File: config.mk
export PLATFORM = sky130hd
export DESIGN_NAME = ultrasonic_ranger_with_display_top
export DESIGN_NICKNAME = d
export VERILOG_FILES = /design/src/hdl/urd_pkg.sv /design/src/hdl/ultrasonic_ranger_with_display_top.sv
export SDC_FILE = /design/constraint.sdc
export NUM_CORES = 1
export LEC_CHECK = 0
export BUFFER_PORTS_ARGS = -buffer_cell sky130_fd_sc_hd__buf_2
export CAP_MARGIN = 20
export CORE_AREA = 5 5 231 233
export CTS_CLUSTER_DIAMETER = 200
export DETAILED_ROUTE_END_ITERATION = 12
export DIE_AREA = 0 0 236 238
export GPL_ROUTABILITY_DRIVEN = 0
export GPL_TIMING_DRIVEN = 0
export SLEW_MARGIN = 10
export SYNTH_ARGS = -nofsm -noshare
export SYNTH_HDL_FRONTEND = slang
export SYNTH_SLANG_ARGS = --single-unit
File: constraint.sdc
create_clock -name clock -period 20.7 [get_ports clock]
set_input_delay 5.175 -clock clock [delete_from_list [all_inputs] [get_ports clock]]
set_output_delay 5.175 -clock clock [all_outputs]
set_load 0.01 [all_outputs]
File: src/hdl/urd_pkg.sv
// ----------------------------------------------------------------------------
// urd_pkg
// Types, widths, constants and the segment table for the ultrasonic ranger.
// ----------------------------------------------------------------------------
`default_nettype none

package urd_pkg;

   localparam int unsigned TRIG_W  = 10;
   localparam int unsigned DIST_W  = 14;
   localparam int unsigned SEG_W   = 8;
   localparam int unsigned UART_W  = 8;
   localparam int unsigned DIG_W   = 4;
   localparam int unsigned REQ_W   = 8;
   localparam int unsigned RSP_W   = 56;

   localparam logic [TRIG_W-1:0] TRIG_TICKS_RST = 10'd100;
   localparam logic [DIST_W-1:0] DIST_MAX       = 14'd9999;
   localparam logic [DIST_W-1:0] UART_MAX       = 14'd255;

   // reciprocals for the decimal split of a distance up to 9999
   localparam int unsigned PROD_W   = 29;
   localparam logic [14:0] RECIP_10   = 15'd13108;
   localparam int unsigned SH_10      = 17;
   localparam logic [14:0] RECIP_100  = 15'd10486;
   localparam int unsigned SH_100     = 20;
   localparam logic [14:0] RECIP_1000 = 15'd16778;
   localparam int unsigned SH_1000    = 24;

   typedef enum logic [2:0] {
      PH_TRIG  = 3'b001,
      PH_WAIT  = 3'b010,
      PH_COUNT = 3'b100
   } phase_type;

   function automatic logic [SEG_W-1:0] seg_of(input logic [DIG_W-1:0] dig);
      logic [SEG_W-1:0] seg;
      case (dig)
         4'd0: seg = 8'hBF;
         4'd1: seg = 8'h06;
         4'd2: seg = 8'h5B;
         4'd3: seg = 8'h4F;
         4'd4: seg = 8'h66;
         4'd5: seg = 8'h6D;
         4'd6: seg = 8'hFD;
         4'd7: seg = 8'h07;
         4'd8: seg = 8'hFF;
         4'd9: seg = 8'hEF;
         default: seg = 8'h00;
      endcase
      return seg;
   endfunction

endpackage

`default_nettype wire

File: src/hdl/ultrasonic_ranger_with_display_top.sv
// ----------------------------------------------------------------------------
// ultrasonic_ranger_with_display_top
// Tick-driven ultrasonic ranging controller with decimal segment and serial
// outputs. Phase control at the input beat, then distance, quotient and
// segment stages.
// ----------------------------------------------------------------------------
// throughput: one beat per cycle, set by the phase and counter update at the
// input; each stage holds one beat and stalls only when the next one is full
// reset: phase to trigger, counters and last distance to 0, trigger length
// to 100, pipeline emptied
`default_nettype none

module ultrasonic_ranger_with_display_top
   import urd_pkg::*;
#(
   parameter int unsigned ECHO_COUNT_MAX = 57999
) (
   input  wire logic                clock,
   input  wire logic                reset,
   // csr_data: trigger_ticks[9:0]
   input  wire logic                csr_valid,
   output logic                     csr_ready,
   input  wire logic [TRIG_W-1:0]   csr_data,
   // req_tdata: echo_level[0], zero padding
   input  wire logic                req_tvalid,
   output logic                     req_tready,
   input  wire logic [REQ_W-1:0]    req_tdata,
   // rsp_tdata: trigger_out[0], measure_done[1], distance_cm[15:2],
   // seg_units[23:16], seg_tens[31:24], seg_hundreds[39:32],
   // seg_thousands[47:40], uart_byte[55:48]
   output logic                     rsp_tvalid,
   input  wire logic                rsp_tready,
   output logic [RSP_W-1:0]         rsp_tdata
);

   localparam int unsigned ECW  = $clog2(ECHO_COUNT_MAX + 1);
   localparam int unsigned XW   = ECW + 3;
   localparam int unsigned S29  = ECW + 8;
   localparam int unsigned MW   = ECW + 4;
   localparam int unsigned PW   = XW + MW;
   localparam int unsigned QW   = PW - S29;
   localparam int unsigned QXW  = (QW > DIST_W) ? QW : DIST_W;
   localparam logic [MW-1:0] RECIP_29 = MW'(((64'd1 << S29) + 64'd28) / 64'd29);
   localparam logic [ECW-1:0] ECNT_MAX = ECW'(ECHO_COUNT_MAX);

   // configuration
   logic [TRIG_W-1:0] trig_ticks_ff, trig_ticks_in;

   // controller state
   phase_type         phase_ff, phase_in;
   logic [TRIG_W-1:0] trig_cnt_ff, trig_cnt_in;
   logic [ECW-1:0]    echo_cnt_ff, echo_cnt_in;
   logic [DIST_W-1:0] last_dist_ff, last_dist_in;

   // stage 1
   logic              v1_ff, v1_in;
   logic              s1_trig_ff, s1_trig_in;
   logic              s1_done_ff, s1_done_in;
   logic [ECW-1:0]    s1_cnt_ff, s1_cnt_in;

   // stage 2
   logic              v2_ff, v2_in;
   logic              s2_trig_ff, s2_trig_in;
   logic              s2_done_ff, s2_done_in;
   logic [DIST_W-1:0] s2_dist_ff, s2_dist_in;

   // stage 3
   logic              v3_ff, v3_in;
   logic              s3_trig_ff, s3_trig_in;
   logic              s3_done_ff, s3_done_in;
   logic [DIST_W-1:0] s3_dist_ff, s3_dist_in;
   logic [9:0]        s3_q1_ff, s3_q1_in;
   logic [6:0]        s3_q2_ff, s3_q2_in;
   logic [DIG_W-1:0]  s3_q3_ff, s3_q3_in;

   // output register
   logic              vo_ff, vo_in;
   logic [RSP_W-1:0]  rsp_data_ff, rsp_data_in;

   logic rdy_o, rdy3, rdy2, rdy1, req_acc;

   assign rdy_o      = !vo_ff || rsp_tready;
   assign rdy3       = !v3_ff || rdy_o;
   assign rdy2       = !v2_ff || rdy3;
   assign rdy1       = !v1_ff || rdy2;
   assign req_tready = rdy1;
   assign req_acc    = req_tvalid && rdy1;
   assign csr_ready  = 1'b1;
   assign rsp_tvalid = vo_ff;
   assign rsp_tdata  = rsp_data_ff;

   always_comb begin
      trig_ticks_in = trig_ticks_ff;
      if (csr_valid) begin
         trig_ticks_in = csr_data;
      end
   end

   // phase control on each input beat
   logic [TRIG_W-1:0] trig_len, trig_next;
   logic              echo;

   assign echo      = req_tdata[0];
   assign trig_len  = (trig_ticks_ff == '0) ? TRIG_W'(1) : trig_ticks_ff;
   assign trig_next = trig_cnt_ff + TRIG_W'(1);

   always_comb begin
      phase_in    = phase_ff;
      trig_cnt_in = trig_cnt_ff;
      echo_cnt_in = echo_cnt_ff;
      s1_trig_in  = 1'b0;
      s1_done_in  = 1'b0;
      s1_cnt_in   = echo_cnt_ff;
      if (req_acc) begin
         case (phase_ff)
            PH_WAIT: begin
               if (echo) begin
                  echo_cnt_in = ECW'(1);
                  phase_in    = PH_COUNT;
               end
            end
            PH_COUNT: begin
               if (echo) begin
                  if (echo_cnt_ff < ECNT_MAX) begin
                     echo_cnt_in = echo_cnt_ff + ECW'(1);
                  end else begin
                     echo_cnt_in = ECNT_MAX;
                  end
               end else begin
                  s1_done_in  = 1'b1;
                  phase_in    = PH_TRIG;
                  trig_cnt_in = '0;
               end
            end
            default: begin
               s1_trig_in  = 1'b1;
               echo_cnt_in = '0;
               if (trig_next >= trig_len) begin
                  trig_cnt_in = '0;
                  phase_in    = PH_WAIT;
               end else begin
                  trig_cnt_in = trig_next;
                  phase_in    = PH_TRIG;
               end
            end
         endcase
      end else begin
         s1_trig_in = s1_trig_ff;
         s1_done_in = s1_done_ff;
         s1_cnt_in  = s1_cnt_ff;
      end
      v1_in = rdy1 ? req_tvalid : v1_ff;
   end

   // distance: floor(count * 5 / 29) by reciprocal
   logic [XW-1:0]     x5;
   logic [PW-1:0]     p29;
   logic [QXW-1:0]    q29;
   logic [DIST_W-1:0] dist_new;

   assign x5  = (XW'(s1_cnt_ff) << 2) + XW'(s1_cnt_ff);
   assign p29 = PW'(x5) * PW'(RECIP_29);
   assign q29 = QXW'(p29[PW-1:S29]);
   assign dist_new = (q29 > QXW'(DIST_MAX)) ? DIST_MAX : DIST_W'(q29);

   always_comb begin
      v2_in        = rdy2 ? v1_ff : v2_ff;
      last_dist_in = last_dist_ff;
      s2_trig_in   = s2_trig_ff;
      s2_done_in   = s2_done_ff;
      s2_dist_in   = s2_dist_ff;
      if (v1_ff && rdy2) begin
         s2_trig_in = s1_trig_ff;
         s2_done_in = s1_done_ff;
         if (s1_done_ff) begin
            last_dist_in = dist_new;
            s2_dist_in   = dist_new;
         end else begin
            s2_dist_in   = last_dist_ff;
         end
      end
   end

   // decimal quotients
   logic [PROD_W-1:0] p10, p100, p1000;

   assign p10   = PROD_W'(s2_dist_ff) * PROD_W'(RECIP_10);
   assign p100  = PROD_W'(s2_dist_ff) * PROD_W'(RECIP_100);
   assign p1000 = PROD_W'(s2_dist_ff) * PROD_W'(RECIP_1000);

   always_comb begin
      v3_in      = rdy3 ? v2_ff : v3_ff;
      s3_trig_in = s3_trig_ff;
      s3_done_in = s3_done_ff;
      s3_dist_in = s3_dist_ff;
      s3_q1_in   = s3_q1_ff;
      s3_q2_in   = s3_q2_ff;
      s3_q3_in   = s3_q3_ff;
      if (v2_ff && rdy3) begin
         s3_trig_in = s2_trig_ff;
         s3_done_in = s2_done_ff;
         s3_dist_in = s2_dist_ff;
         s3_q1_in   = 10'(p10 >> SH_10);
         s3_q2_in   = 7'(p100 >> SH_100);
         s3_q3_in   = DIG_W'(p1000 >> SH_1000);
      end
   end

   // digits, segments and serial byte
   logic [DIST_W-1:0] q1x, q2x, q3x;
   logic [DIG_W-1:0]  dig_u, dig_t, dig_h;
   logic [UART_W-1:0] uart;

   assign q1x   = DIST_W'(s3_q1_ff);
   assign q2x   = DIST_W'(s3_q2_ff);
   assign q3x   = DIST_W'(s3_q3_ff);
   assign dig_u = DIG_W'(s3_dist_ff - (q1x << 3) - (q1x << 1));
   assign dig_t = DIG_W'(q1x - (q2x << 3) - (q2x << 1));
   assign dig_h = DIG_W'(q2x - (q3x << 3) - (q3x << 1));
   assign uart  = (s3_dist_ff > UART_MAX) ? UART_W'(UART_MAX) : UART_W'(s3_dist_ff);

   always_comb begin
      vo_in       = rdy_o ? v3_ff : vo_ff;
      rsp_data_in = rsp_data_ff;
      if (v3_ff && rdy_o) begin
         rsp_data_in = {uart, seg_of(s3_q3_ff), seg_of(dig_h), seg_of(dig_t),
                        seg_of(dig_u), s3_dist_ff, s3_done_ff, s3_trig_ff};
      end
   end

   always_ff @(posedge clock) begin
      if (reset) begin
         trig_ticks_ff <= TRIG_TICKS_RST;
         phase_ff      <= PH_TRIG;
         trig_cnt_ff   <= '0;
         echo_cnt_ff   <= '0;
         last_dist_ff  <= '0;
         v1_ff         <= 1'b0;
         v2_ff         <= 1'b0;
         v3_ff         <= 1'b0;
         vo_ff         <= 1'b0;
      end else begin
         trig_ticks_ff <= trig_ticks_in;
         phase_ff      <= phase_in;
         trig_cnt_ff   <= trig_cnt_in;
         echo_cnt_ff   <= echo_cnt_in;
         last_dist_ff  <= last_dist_in;
         v1_ff         <= v1_in;
         v2_ff         <= v2_in;
         v3_ff         <= v3_in;
         vo_ff         <= vo_in;
      end
   end

   always_ff @(posedge clock) begin
      s1_trig_ff  <= s1_trig_in;
      s1_done_ff  <= s1_done_in;
      s1_cnt_ff   <= s1_cnt_in;
      s2_trig_ff  <= s2_trig_in;
      s2_done_ff  <= s2_done_in;
      s2_dist_ff  <= s2_dist_in;
      s3_trig_ff  <= s3_trig_in;
      s3_done_ff  <= s3_done_in;
      s3_dist_ff  <= s3_dist_in;
      s3_q1_ff    <= s3_q1_in;
      s3_q2_ff    <= s3_q2_in;
      s3_q3_ff    <= s3_q3_in;
      rsp_data_ff <= rsp_data_in;
   end

endmodule

`default_nettype wire

# Word-level counts from Yosys, hierarchy flattened
# Memories as Yosys holds them, arrays and structs flattened. A register that Yosys moved wholly into a read port is not among the register bits.
# Index checks and enable logic that the tools add are counted.
[classes] add_sub_neg=9 n_mul=4 magnitude_cmp=4 eq_ne=5 mux=16 n_bitwise=1 reduce_logical=17
[op_table] cell="16-bit two-way mux" count=3
[op_table] cell="19-bit by 20-bit multiplier with 39-bit output (second input constant)" count=1
[op_table] cell="16-bit one-hot mux with 2 select lines" count=1
[op_table] cell="10-bit two-way mux" count=3
[op_table] cell="14-bit two-way mux" count=2
[op_table] cell="14-bit by 14-bit multiplier with 27-bit output (second input constant)" count=1
[op_table] cell="4-bit subtractor" count=6
[op_table] cell="14-bit by 13-bit multiplier with 23-bit output (second input constant)" count=1
[op_table] cell="10-bit one-hot mux with 2 select lines" count=1
[op_table] cell="18-bit by 16-bit adder with 19-bit output" count=1
[op_table] cell="14-bit by 12-bit multiplier with 19-bit output (second input constant)" count=1
[op_table] cell="16-bit by 1-bit adder with 16-bit output (second input constant)" count=1
[op_table] cell="16-bit less-than comparator (second input constant)" count=1
[op_table] cell="15-bit by 14-bit greater-than comparator with 1-bit output (second input constant)" count=1
[op_table] cell="14-bit by 8-bit greater-than comparator with 1-bit output (second input constant)" count=1
[op_table] cell="10-bit by 1-bit adder with 10-bit output (second input constant)" count=1
[op_table] cell="10-bit greater-or-equal comparator" count=1
[op_table] cell="10-bit logical NOT" count=1
[op_table] cell="3-bit AND reduction" count=3
[op_table] cell="3-bit two-way mux" count=2
[op_table] cell="2-bit inequality test (second input constant)" count=3
[op_table] cell="3-bit one-hot mux with 2 select lines" count=1
[op_table] cell="1-bit logical AND" count=4
[op_table] cell="1-bit logical NOT" count=4
[op_table] cell="7 further kinds" count=11
[word_totals] ff_bits=175 romBits=512 input_bits=23 out_inout_bits=59 wordCells=83 memories=4
[memory_table] memory="(no name shown)" words=16 word_bits=8 read_ports=1 rd_clocked_by_memory_dff=1 wr=0 line_no="urd_pkg.sv:38" source="case (dig)"
[memory_table] memory="(no name shown)" words=16 word_bits=8 read_ports=1 rd_clocked_by_memory_dff=1 wr=0 line_no="urd_pkg.sv:38"
[memory_table] memory="(no name shown)" words=16 word_bits=8 read_ports=1 rd_clocked_by_memory_dff=1 wr=0 line_no="urd_pkg.sv:38"
[memory_table] memory="(no name shown)" words=16 word_bits=8 read_ports=1 rd_clocked_by_memory_dff=1 wr=0 line_no="urd_pkg.sv:38"

# Logic depth before layout (Yosys ltp)
[logic_depth] depth_word=7 depth_mapped=37 depth_no_buf=35

# Least setup slack after synthesis
# No wires, ideal clock.
[synth_timing] path_type="input-to-output" from="input rsp_tready" to="output req_tready" arrival_ns=5.679 required_time_ns=15.525 setup_slack_ns=9.846 stages=2 n_path_buf=0 cell_sequence="nor2b_1 > nand4_1"
[synth_between] elab_chain_len=4
[synth_rtl] element="start, declared" line_no="ultrasonic_ranger_with_display_top.sv:32" source="input wire logic rsp_tready,"
[synth_rtl] element="1-bit logical OR" line_no="ultrasonic_ranger_with_display_top.sv:82" source="assign rdy_o = !vo_ff || rsp_tready;"
[synth_rtl] element="1-bit logical OR" line_no="ultrasonic_ranger_with_display_top.sv:83" source="assign rdy3 = !v3_ff || rdy_o;"
[synth_rtl] element="1-bit logical OR" line_no="ultrasonic_ranger_with_display_top.sv:84" source="assign rdy2 = !v2_ff || rdy3;"
[synth_rtl] element="1-bit logical OR" line_no="ultrasonic_ranger_with_display_top.sv:85" source="assign rdy1 = !v1_ff || rdy2;"
[synth_rtl] element="end, declared" line_no="ultrasonic_ranger_with_display_top.sv:26" source="output logic req_tready,"
# Every way passes these cells.

# Worst setup path in the final report
# Ends and elaborated chain as after synthesis.

==> run_results.csv <==
group,metric,value,unit
status,outcome,"complete, no violations",
final_layout,final_core_util,47.99,%
floorplanning,initial_core_util,44.33,%
final_layout,multiInputGateArea,15610,µm²
routing,viasPerCell,5.005,
synthesis,syn_avg_cell_area,9.917,µm²
final_layout,fillCellCount,4817,
clock_tree,cts-root-buf,"clkbuf_16",
synthesis,synthAdderAreaFrac,47.38,%
final_layout,synthToLayoutAreaGrowth,8.271,%
worst_setup_path,cp_slowest_stage_delay,0.55,ns
worst_setup_path,reg2reg_slack,10.27,ns
synthesis,synthCells,2279,
floorplanning,core-area,50990,µm²
clock_tree,clkSlewWorstSetupHoldPaths,0.07,ns
floorplanning,ios,82,
final_layout,stdcell_count,3068,
placement,hpwl,41.24,mm
routing,drt_wl_total,48.44,mm
clock_tree,postCtsSetupBuffers,0,
final_layout,seq_area,4684,µm²
clock_tree,cts_buffer_depth,2,
synthesis,muxShareOfSynthArea,0.9854,%
clock_tree,clk_latency,0.44,ns
clock_tree,cts.repair.resized,0,
global_routing,grt_pass1_wl,81.98,mm
timing,slew_violations,0,
routing,antenna_left,0,
worst_hold_path,holdCritPathClass,"reg -> reg",
worst_hold_path,whs_endpoint,"s3_done_ff",
placement,numPortBuffers,72,
timing,tns,0,ns
synthesis,synth_seq_cells,175,
placement,dpl.cell_count,3036,
global_routing,antenna_found_initial,1,
worst_setup_path,critPathRequiredTime,15.53,ns
synthesis,ys_seq_area_share,20.73,%
timing,hold_viol_final,0,
timing,skew,0.008799,ns
synthesis,async_flop_share,0,%
clock_tree,htree_levels,4,
final_layout,antenna_cells,0,
worst_setup_path,reg2regPathDepth,33,
worst_setup_path,path_cells,"buf_2 -> nor2b_1 -> nand4_1 -> buf_2",
synthesis,synth_compound_area_share,9.660,%
worst_setup_path,cp_data_arrival_time,6.31,ns
floorplanning,dieArea,56170,µm²
worst_setup_path,r2r-end,"s2_dist_ff[9]",
worst_setup_path,critPathBufInv,2,
worst_setup_path,crit_type,"in -> out",
timing,fin_ws,9.213,ns
worst_setup_path,critical_path.most_common_cell,"buf_2",
worst_setup_path,endpoint_kind,"primary output",
flow_run,maxCapViolCount,0,
routing,wl_per_cell,15.79,µm
synthesis,ys_warn_count,0,
synthesis,yosys-top-cells-area,"fa_1 (24%), ha_1 (24%), edfxtp_1 (16%)",
global_routing,grt_pass1_vias,16190,
clock_tree,tritoncts,"done",
worst_hold_path,hp-start,"s2_done_ff",
synthesis,synth_top_family_by_area,"adder cells",
synthesis,synth_nets,2997,
clock_tree,cts.sinks,175,
global_routing,overflow,0,
synthesis,syn_area,22600,µm²
synthesis,synth_top_area_share,23.74,%
floorplanning,rows,83,
timing,period_minus_slack,11.49,ns
final_layout,nets,3093,
synthesis,yosys.area.top_type,"fa_1",
routing,drt_iter0_markers,817,
timing,fmax,87.06,MHz
synthesis,synth-main-ff-cell,"edfxtp_1",
timing,slew_headroom,27.33,%
worst_setup_path,crit_fanout,7,
worst_setup_path,start_kind,"input pin",
routing,drc,0,
routing,firstDrtPassIters,5,
timing,tightest_slew,1.082,ns
timing,fin_crit_sh,55.49,%
timing,rsz0062_at_grt,"no",
clock_tree,ctsHoldBuffers,0,
final_layout,drive_gt1_share,6.407,%
synthesis,synth-simple-area-share,8.033,%
worst_setup_path,cp_top_family,"simple AND/OR/NAND/NOR gates",
worst_setup_path,slowest_stage,"nor2b_1",
global_routing,grt.total_usage,17.75,%
worst_setup_path,r2r-start,"s1_cnt_ff[0]",
synthesis,synth.distinct_cells,83,
clock_tree,cts_buffers,17,
floorplanning,die_width,236,µm
synthesis,synth_xor_area_share,2.862,%
timing,finalSetupViolCount,0,
global_routing,grt_max_degree,33,
worst_hold_path,min_delay_path_depth,0,
floorplanning,die_h,238,µm
synthesis,synth-edff-count,118,
placement,place_ws,9.212,ns
routing,via_count,15350,
[final cells by class]
| class | count | share of cell area, % |
|---|---|---|
| buffer | 26 | 0.5164 |
| clock buffer | 19 | 1.769 |
| clock inverter | 13 | 0.5164 |
| inverter | 589 | 9.035 |
| multi-input combinational | 1489 | 63.80 |
| sequential | 175 | 19.14 |
| tap | 680 | 3.477 |
| timing repair buffer | 77 | 1.744 |
[Yosys cell counts, types with 15 or more instances]
master    number
nand2b_1      15
mux2i_1       20
fa_1         268
and3_1        16
nor3_1        36
xor2_1        28
a21o_1        34
edfxtp_1     118
clkbuf_1      16
nand2_1       95
ha_1         427
nand3_1       40
nor2_1        98
o21ai_0       76
a21oi_1       79
inv_1        586
dfxtp_1       57
xnor2_1       44
[cells in the final DEF, fill, tap and decap left out, types with 28 or more instances in the layout]
master    netlist  final
buf_2           2     74
nor3_1         36     36
fa_1          268    268
dfxtp_1        57     57
a21oi_1        79     79
nor2_1         98     98
ha_1          427    427
nand2_1        95     95
inv_1         586    586
a21o_1         34     34
nand3_1        40     40
edfxtp_1      118    118
o21ai_0        76     76
xor2_1         28     28
xnor2_1        44     43
[sequential cells by signal, summed over array words and instances, names as in the netlist, 3 cells and up]
signal / cells
s3_dist_ff: 14
trig_ticks_ff: 10
s3_q1_ff: 4
echo_cnt_ff: 16
rsp_tdata: 56
s1_cnt_ff: 16
s2_dist_ff: 14
last_dist_ff: 14
s3_q3_ff: 4
s3_q2_ff: 4
trig_cnt_ff: 10
phase_ff: 3
[kinds of logic (layout without fill, tap and decap cells)]
kind of cell	Yosys count	after routing
other	1	1
multiplexers	22	22
AO/OA/AOI/OAI	325	325
AND/OR/NAND/NOR	373	373
buffers and inverters	615	724
adder cells (fa/ha/maj)	695	695
XOR/XNOR	73	73
flip-flops	175	175
[per-stage QoR]
step / hold slack, ns / area (µm²)
floorplan: 0.4003 / 22600
global placement: 0.4075 / 23810
detailed placement: 0.4055 / 23910
CTS: 0.4306 / 24470
global route: 0.4471 / 24470
finish: 0.4250 / 24470
[layer usage]
metal	global-route usage (%)	share of wire, %	vias up	wire length (µm)
met5	0	0.027	-	13
met4	3.202	1.5	2	748
met3	2.173	2.8	48	1360
met2	32.06	51	206	24540
met1	23.28	45	7505	21780
li1	-	-	7593	-
[worst max path at each step]
| stage | to | from | cells past startpoint |
|---|---|---|---|
| floorplan | req_tready | rsp_tready | 2 |
| global placement | req_tready | rsp_tready | 4 |
| detailed placement | req_tready | rsp_tready | 4 |
| CTS | req_tready | rsp_tready | 4 |
| global route | req_tready | rsp_tready | 4 |
| finish | req_tready | rsp_tready | 4 |
Power is not shown: default switching activity piles up to over one toggle a cycle in this logic, so the estimate is an artifact.
